==> src/hw/rtl/bfr_pkg.sv <==
// Shared types and constants of the bitstream field reader.
package bfr_pkg;

	// Widths of the item fields.
	localparam int ADDR_W    = 12;
	localparam int BYTE_W    = 8;
	localparam int SBIT_W    = 3;
	localparam int LEN_W     = 6;
	localparam int FIELD_W   = 32;
	localparam int OP_W      = 2;
	localparam int S_TDATA_W = 32;
	localparam int M_TDATA_W = 48;

	// Operation codes carried in the input tuser.
	typedef enum logic [OP_W-1:0] {
		OP_LOAD     = 2'd0,
		OP_SET_POS  = 2'd1,
		OP_READ_LSB = 2'd2,
		OP_READ_MSB = 2'd3
	} op_t;

	// Sequencer states of the core.
	typedef enum logic [2:0] {
		ST_IDLE,
		ST_REDUCE,
		ST_FETCH,
		ST_ALIGN,
		ST_DONE
	} state_t;

	// Strobes from the sequencer to the extraction window.
	typedef struct packed {
		logic push;
		logic msb_first;
		logic shift;
	} ext_ctrl_t;

endpackage

==> src/hw/rtl/bfr_extract.sv <==
// Byte window that gathers the spanned bytes, aligns the field bit by bit and masks it.
module bfr_extract #(
	parameter int MAX_FIELD_BITS = 32
) (
	input  logic                                    clk,
	input  bfr_pkg::ext_ctrl_t                      ctrl,
	input  logic [$clog2((MAX_FIELD_BITS+14)/8)-1:0] lane,
	input  logic [bfr_pkg::BYTE_W-1:0]              byte_in,
	input  logic [$clog2(MAX_FIELD_BITS+1)-1:0]     len,
	output logic [bfr_pkg::FIELD_W-1:0]             field
);

	localparam int NB = (MAX_FIELD_BITS + 14) / 8;
	localparam int WW = NB * 8;

	logic [WW-1:0]             win_q;
	logic [MAX_FIELD_BITS-1:0] masked;

	// LSB-first bytes land in their own lane; MSB-first bytes shift in from the bottom.
	// Alignment moves the whole window down one bit per cycle.
	always_ff @(posedge clk) begin
		if (ctrl.push) begin
			if (ctrl.msb_first) begin
				win_q <= {win_q[WW-9:0], byte_in};
			end else begin
				win_q[lane*8 +: 8] <= byte_in;
			end
		end else if (ctrl.shift) begin
			win_q <= {1'b0, win_q[WW-1:1]};
		end
	end

	// Keep only the low len bits of the aligned window.
	always_comb begin
		for (int i = 0; i < MAX_FIELD_BITS; i++) begin
			masked[i] = win_q[i] & (i < int'(len));
		end
	end

	generate
		if (MAX_FIELD_BITS >= bfr_pkg::FIELD_W) begin : g_trunc
			assign field = masked[bfr_pkg::FIELD_W-1:0];
		end else begin : g_ext
			assign field = {{(bfr_pkg::FIELD_W-MAX_FIELD_BITS){1'b0}}, masked};
		end
	endgenerate

endmodule

==> config.mk <==
export PLATFORM = sky130hd
export DESIGN_NAME = bfr_extract
export DESIGN_NICKNAME = d
export VERILOG_FILES = /design/src/hw/rtl/bfr_pkg.sv /design/src/hw/rtl/bfr_extract.sv
export SDC_FILE = /design/constraint.sdc
export NUM_CORES = 1
export LEC_CHECK = 0
export BUFFER_PORTS_ARGS = -buffer_cell sky130_fd_sc_hd__buf_2
export CORE_MARGIN = 5
export CORE_UTILIZATION = 50
export DETAILED_ROUTE_END_ITERATION = 10
export GPL_ROUTABILITY_DRIVEN = 0
export PLACE_DENSITY_LB_ADDON = 0.15
export RECOVER_POWER = 100
export SLEW_MARGIN = 30
export SYNTH_ARGS = -nofsm -noshare
export SYNTH_HDL_FRONTEND = slang
export SYNTH_SLANG_ARGS = --single-unit
==> constraint.sdc <==
create_clock -name clk -period 2.5 [get_ports clk]
set_clock_uncertainty 0.1 [all_clocks]
set_input_delay 0.5 -clock clk [delete_from_list [all_inputs] [get_ports clk]]
set_output_delay 0.5 -clock clk [all_outputs]
set_load 0.02 [all_outputs]
Word level (Yosys, flattened, before mapping)
Index checks and enable logic that the tools add are counted.
- bits of input ports: 21
- word-level logic and storage cells: 73
- register bits: 40
- muxes and demuxes: 4
- shift operators: 2
- reductions and logical operators: 1
- add/subtract/negate cells: 1
- order comparisons: 32
- bitwise operators: 32
- operator list (cell ; count):
    2-to-1 mux 40 bit ; 3
    less-than comparator 5 x 6 -> 1 bit (first input constant) ; 16
    less-than comparator 4 x 6 -> 1 bit (first input constant) ; 8
    bitwise mux 40 bit ; 1
    variable shift 8 x 34 -> 40 bit (first input constant) ; 1
    indexed part select 8 x 34 -> 40 bit ; 1
    negation 6 -> 34 bit ; 1
    AND 1 bit ; 32
    less-than comparator 3 x 6 -> 1 bit (first input constant) ; 4
    less-than comparator 1 x 6 -> 1 bit (first input constant) ; 2
    less-than comparator 2 x 6 -> 1 bit (first input constant) ; 2
    nonzero test 2 bit ; 1

Longest topological paths before layout
Gate-level depths: netlist (run 1).
- word-level depth: 5
- gate-level depth with buffers: 8
- mapped depth without buffers: 6

Least setup slack after synthesis (run 1)
OpenSTA, ideal clock, no wires.
- path type: input-to-reg
- start point: input lane[0]
- end point: register win_q[10], enable pin
- setup time: 375 ps
- data required time: 2025 ps
- stages on the path: 8
- slack: 107 ps
- arrival time: 1918 ps
- path buffers: 2
- cell sequence: inv_1 > ha_1 > ha_1 > and2b_1 > buf_6 > buf_8 > nand3_1 > a21oi_1
- RTL lines (element ; RTL line ; source):
    start, declared ; bfr_extract.sv:7 ; input logic [$clog2((MAX_FIELD_BITS+14)/8)-1:0] lane,
    end signal, assigned ; bfr_extract.sv:24 ; win_q <= {win_q[WW-9:0], byte_in};
    end signal, assigned by index ; bfr_extract.sv:26 ; win_q[lane*8 +: 8] <= byte_in;
    end signal, assigned ; bfr_extract.sv:29 ; win_q <= {1'b0, win_q[WW-1:1]};
    end, declared ; bfr_extract.sv:16 ; logic [WW-1:0] win_q;

==> results of run 1 <==
==> worst max-delay path, stage by stage <==
cell      delay (ns)
buf_2           0.15
inv_1           0.06
ha_1            0.21
ha_1            0.32
and2b_1         0.21
nand3_1         0.09
a21oi_1         0.14
clkbuf_1        0.39
==> metrics by stage <==
step	util	setup WS, ns	hold slack [ns]	area (sq um)	power (mW)
after floorplan	-	0.107	0.437	2720	1.21
after global placement	0.578	0.190	0.467	3010	1.37
after detailed placement	0.578	0.140	0.490	3010	1.38
after CTS	0.594	0.419	0.451	3090	1.78
after global routing	0.584	0.159	0.465	3040	1.84
final	0.584	0.271	0.451	3040	1.76
==> routing by layer <==
metal | track usage | vias up | wire (um)
met4 | 0.0687 | 0 | 141
li1 | - | 1234 | -
met5 | 0 | - | 0
met2 | 0.322 | 150 | 3360
met1 | 0.308 | 1135 | 3290
met3 | 0.0454 | 12 | 797
==> report_power, final <==
group          internal, mW  total (mW)  switching (mW)
Sequential            0.838       0.899          0.0611
Clock                 0.189       0.410           0.221
Combinational         0.153       0.455           0.302
Total                  1.18        1.76           0.584
==> worst paths after layout <==
path	end	start
hold / removal	win_q[4]	byte_in[4]
setup / recovery	win_q[12]	lane[0]
setup reg to reg	win_q[24]	win_q[16]
hold reg to reg	win_q[32]	win_q[33]
==> synthesized netlist by cell type (2+ instances only) <==
library cell / n
nor2_1: 47
edfxtp_1: 40
a21oi_1: 28
nand2_1: 27
inv_1: 17
a22oi_1: 15
a31oi_1: 15
nand4_1: 15
a21boi_0: 12
buf_2: 9
o21ai_0: 9
and2b_1: 8
o21a_1: 8
o22ai_1: 8
buf_4: 7
clkbuf_1: 7
nand3_1: 6
nor2b_1: 6
and2_1: 5
ha_1: 3
buf_6: 2
nor3_1: 2
==> kinds of logic after synthesis <==
| logic type | Yosys count |
|---|---|
| AO/OA/AOI/OAI | 101 |
| adder cells (fa/ha/maj) | 3 |
| AND/OR/NAND/NOR | 123 |
| flip-flops | 40 |
| buffers and inverters | 43 |
==> final cells by class <==
cell class,count,share of cell area
repair buffers,66,0.103
well taps,70,0.0288
multi-input cells,227,0.425
inverters,17,0.0210
clock inverters,3,0.00453
clock buffers,5,0.0226
flip-flops and latches,40,0.395
==> flow_summary.json, run 1 <==
{
  "largest_reg_flops": 40,
  "fin_crit_ns": 2.23,
  "fin_cells": 428,
  "yosys.area.top_type": "edfxtp_1",
  "cts_buffers": 5,
  "final_antenna_net_count": 0,
  "syn_avg_cell_area_sq_um": 8.77,
  "relSlewSlack": 0.611,
  "grt_pass1_vias": 2307,
  "fmax_mhz": 449,
  "routedWlPerCell_um": 17.7,
  "drive_above_1_share": 0.131,
  "core_sq_um": 5200,
  "ys_ff_latch": 40,
  "synthMuxAreaShare": 0,
  "worst_pin_slew_ns": 0.583,
  "clockBufferDepth": 2,
  "final_common_cell": "nor2_1",
  "path_clk_slew_ns": 0.07,
  "cts_setup_buffers": 0,
  "drv_slew": 0,
  "p_leak_nw": 1.16,
  "synth_compound_area_frac": 0.241,
  "multi_input_comb_area_sq_um": 1290,
  "path_max_fanout": 8,
  "drc": 0,
  "ys_seq_area_frac": 0.442,
  "synth-simple-area-share": 0.220,
  "setup_viol": 0,
  "dr_total_vias": 2531,
  "critPathKind": "input pin to flop",
  "io-pin-count": 53,
  "cts_tree": "built",
  "peakVddDrop_v": 0.000287,
  "top_register": "win_q",
  "synthDistinctLibCells": 36,
  "syn-cell-area_sq_um": 2720,
  "holdPathStages": 3,
  "gr-usage-all-layers": 0.215,
  "start_util": 0.522,
  "reg2reg_slack_ns": 1.32,
  "setup-tns-final_ns": 0,
  "h-tree-depth": 2,
  "synth_top_cell_area_share": 0.442,
  "start_kind": "input pin",
  "diodes": 0,
  "dp.final_hpwl_um": 5650,
  "die_area_sq_um": 7010,
  "final_nets": 381,
  "final_cell_mix": "nor2_1 (47), edfxtp_1 (40), clkbuf_1 (29)",
  "power.density_nw_per_um2": 580,
  "totalWireLength_um": 7590,
  "numClockSinks": 40,
  "drt-initial-drc-count": 279,
  "status": "complete, no violations",
  "die_width_um": 83.7,
  "yosys-top-cells-area": "edfxtp_1 (44%), nor2_1 (6.5%), a21oi_1 (5.2%), a22oi_1 (4.1%), nand2_1 (3.7%)",
  "worst_setup_path_end_kind": "flop",
  "rows": 26,
  "vias_per_cell": 5.91,
  "drv_cap": 0,
  "synthArstFlopShare": 0,
  "grt-ovfl-total": 0,
  "hold_path_class": "input pin to flop",
  "postCtsResizedCells": 0,
  "synthAdderAreaFrac": 0.0138,
  "post-route-period-util": 0.892,
  "synthToLayoutAreaGrowth_pct": 11.8,
  "drt-pass1-iter-count": 5,
  "die_h_um": 83.7,
  "top_regs": "win_q (40)",
  "finalHoldViolations": 0,
  "synth_cells": 310,
  "rsz0062_at_grt": "no",
  "yosys_warnings": 0,
  "worstRegToRegCells": 2,
  "cts-root-buf": "clkbuf_8",
  "antenna_found_initial": 0,
  "grt_pass1_wl_um": 12000,
  "synth_top_family_by_area": "compound AO/OA/AOI/OAI gates",
  "synthFlopType": "edfxtp_1",
  "grt_max_degree": 48,
  "required_ns": 2.35,
  "cp.arrival_ns": 2.07,
  "nFillCells": 517,
  "clk_latency_ns": 0.29,
  "synth-edff-count": 40,
  "layout.area.seq_sq_um": 1200,
  "port_buffers": 52,
  "synthXorXnorAreaFrac": 0,
  "placed_cells": 420,
  "syn-num-nets": 334,
  "hold_buffers": 0
}
Power figures use the tool's default switching activity.
==> inputs of run 2 (changes only) <==
--- a/config.mk
+++ b/config.mk
@@ -7,7 +7,7 @@
 export LEC_CHECK = 0
 export BUFFER_PORTS_ARGS = -buffer_cell sky130_fd_sc_hd__buf_2
 export CORE_MARGIN = 5
-export CORE_UTILIZATION = 50
+export CORE_UTILIZATION = 40
 export DETAILED_ROUTE_END_ITERATION = 10
 export GPL_ROUTABILITY_DRIVEN = 0
 export PLACE_DENSITY_LB_ADDON = 0.15
==> flow_summary.json, run 2 (same netlist as run 1, synthesis figures left out) <==
{
  "dp_worst_setup_slack_ns": 0.115,
  "setup_viol": 0,
  "rsz0062_at_grt": "no",
  "fin_crit_ns": 2.23,
  "use_met2": 0.273,
  "cts_setup_buffers": 0,
  "hp-start": "byte_in[1]",
  "reg2reg_slack_ns": 1.30,
  "setup-tns-final_ns": 0,
  "h-tree-depth": 2,
  "drt-initial-drc-count": 244,
  "top_regs": "win_q (40)",
  "fmax_mhz": 449,
  "critPathKind": "input pin to primary output",
  "drv_cap": 0,
  "totalWireLength_um": 7700,
  "dr_total_vias": 2464,
  "required_ns": 1.90,
  "hold_path_class": "input pin to flop",
  "peakVddDrop_v": 0.000237,
  "grt_pass1_wl_um": 11900,
  "diodes": 0,
  "die_width_um": 92.4,
  "dp.final_hpwl_um": 5850,
  "r2r-start": "win_q[19]",
  "cts-root-buf": "clkbuf_8",
  "drc": 0,
  "port_buffers": 52,
  "clockBufferDepth": 2,
  "antenna_found_initial": 0,
  "clk_latency_ns": 0.29,
  "numClockSinks": 40,
  "whs_endpoint": "win_q[1]",
  "post-route-period-util": 0.891,
  "final_core_util": 0.453,
  "worstReg2RegEnd": "win_q[27]",
  "met1_usage": 0.253,
  "vias_per_cell": 5.65,
  "holdPathStages": 3,
  "grt_max_degree": 80,
  "worst_pin_slew_ns": 0.715,
  "start_kind": "input pin",
  "drive_above_1_share": 0.126,
  "relSlewSlack": 0.523,
  "worstRegToRegCells": 2,
  "postCtsResizedCells": 0,
  "hold_buffers": 0,
  "p_leak_nw": 1.16,
  "final_antenna_net_count": 0,
  "final_common_cell": "nor2_1",
  "io-pin-count": 53,
  "drt-pass1-iter-count": 4,
  "grt_use_met3": 0.0309,
  "path_clk_slew_ns": 0.08,
  "finalHoldViolations": 0,
  "largest_reg_flops": 40,
  "core_sq_um": 6720,
  "grt-ovfl-total": 0,
  "cts_buffers": 5,
  "drv_slew": 0,
  "synthToLayoutAreaGrowth_pct": 12.0,
  "grt_pass1_vias": 2262,
  "cts_tree": "built",
  "top_register": "win_q",
  "power.density_nw_per_um2": 576,
  "routedWlPerCell_um": 17.7,
  "worst_setup_path_end_kind": "primary output",
  "final_cell_mix": "nor2_1 (47), edfxtp_1 (40), a21oi_1 (28), clkbuf_1 (28)",
  "cp.arrival_ns": 1.63,
  "fin_ws_ns": 0.273,
  "path_max_fanout": 13,
  "top_usage_layer": "met2",
  "die_h_um": 92.4,
  "final_nets": 380,
  "die_area_sq_um": 8550,
  "gr-usage-all-layers": 0.177,
  "status": "complete, no violations",
  "rows": 30,
  "start_util": 0.405
}
-- run 2: cell types whose count changed in the layout (fill, tap and decap cells not counted), sizes merged --
cell / delta
clkbuf: -1
clkinv: -1
-- run 2: worst max-delay path: stages --
cell and delay, ns:
clkbuf_1 0.24, nor2_1 0.40, o21ai_0 0.14, and2_1 0.18
clkbuf_1 0.17
-- run 2: through the flow --
| step | instances | power, mW | cell area [sq um] | hold WS [ns] |
|---|---|---|---|---|
| after global placement | 429 | 1.38 | 3020 | 0.470 |
| after floorplan | 310 | 1.21 | 2720 | 0.437 |
| final | 436 | 1.76 | 3050 | 0.455 |
| after CTS | 436 | 1.77 | 3090 | 0.455 |
| after detailed placement | 429 | 1.38 | 3020 | 0.489 |
| after global routing | 436 | 1.84 | 3050 | 0.469 |
-- run 2: layout make-up --
| type | count | area [sq um] |
|---|---|---|
| clock buffer | 5 | 68.8 |
| clock inverter | 2 | 7.51 |
| fill | 689 | 3670 |
| inverter | 17 | 63.8 |
| multi-input combinational | 227 | 1290 |
| sequential | 40 | 1200 |
| tap | 80 | 100 |
| timing repair buffer | 65 | 313 |
-- run 2: how the worst max path moves through the flow --
stage / startpoint / slack, ns / endpoint / depth (start not counted)
5_1_grt: len[4] / 0.17 / field[14] / 5
6_report: len[4] / 0.27 / field[10] / 5
3_5_place_dp: lane[0] / 0.12 / win_q[27] / 8
3_3_place_gp: lane[0] / 0.17 / win_q[26] / 8
4_1_cts: len[4] / 0.41 / field[12] / 5
2_1_floorplan: lane[0] / 0.11 / win_q[10] / 8
-- run 2: metal layers --
metal  vias up  share of wire
li1       1230              -
met1      1124           0.47
met2       102           0.43
met3         8          0.090
met4         0          0.011
met5         -              0
-- run 2: where the power goes --
group	internal, mW	total (mW)	switching, mW
combinational	0.154	0.457	0.303
sequential	0.838	0.898	0.0595
clock	0.184	0.402	0.217
total	1.18	1.76	0.579
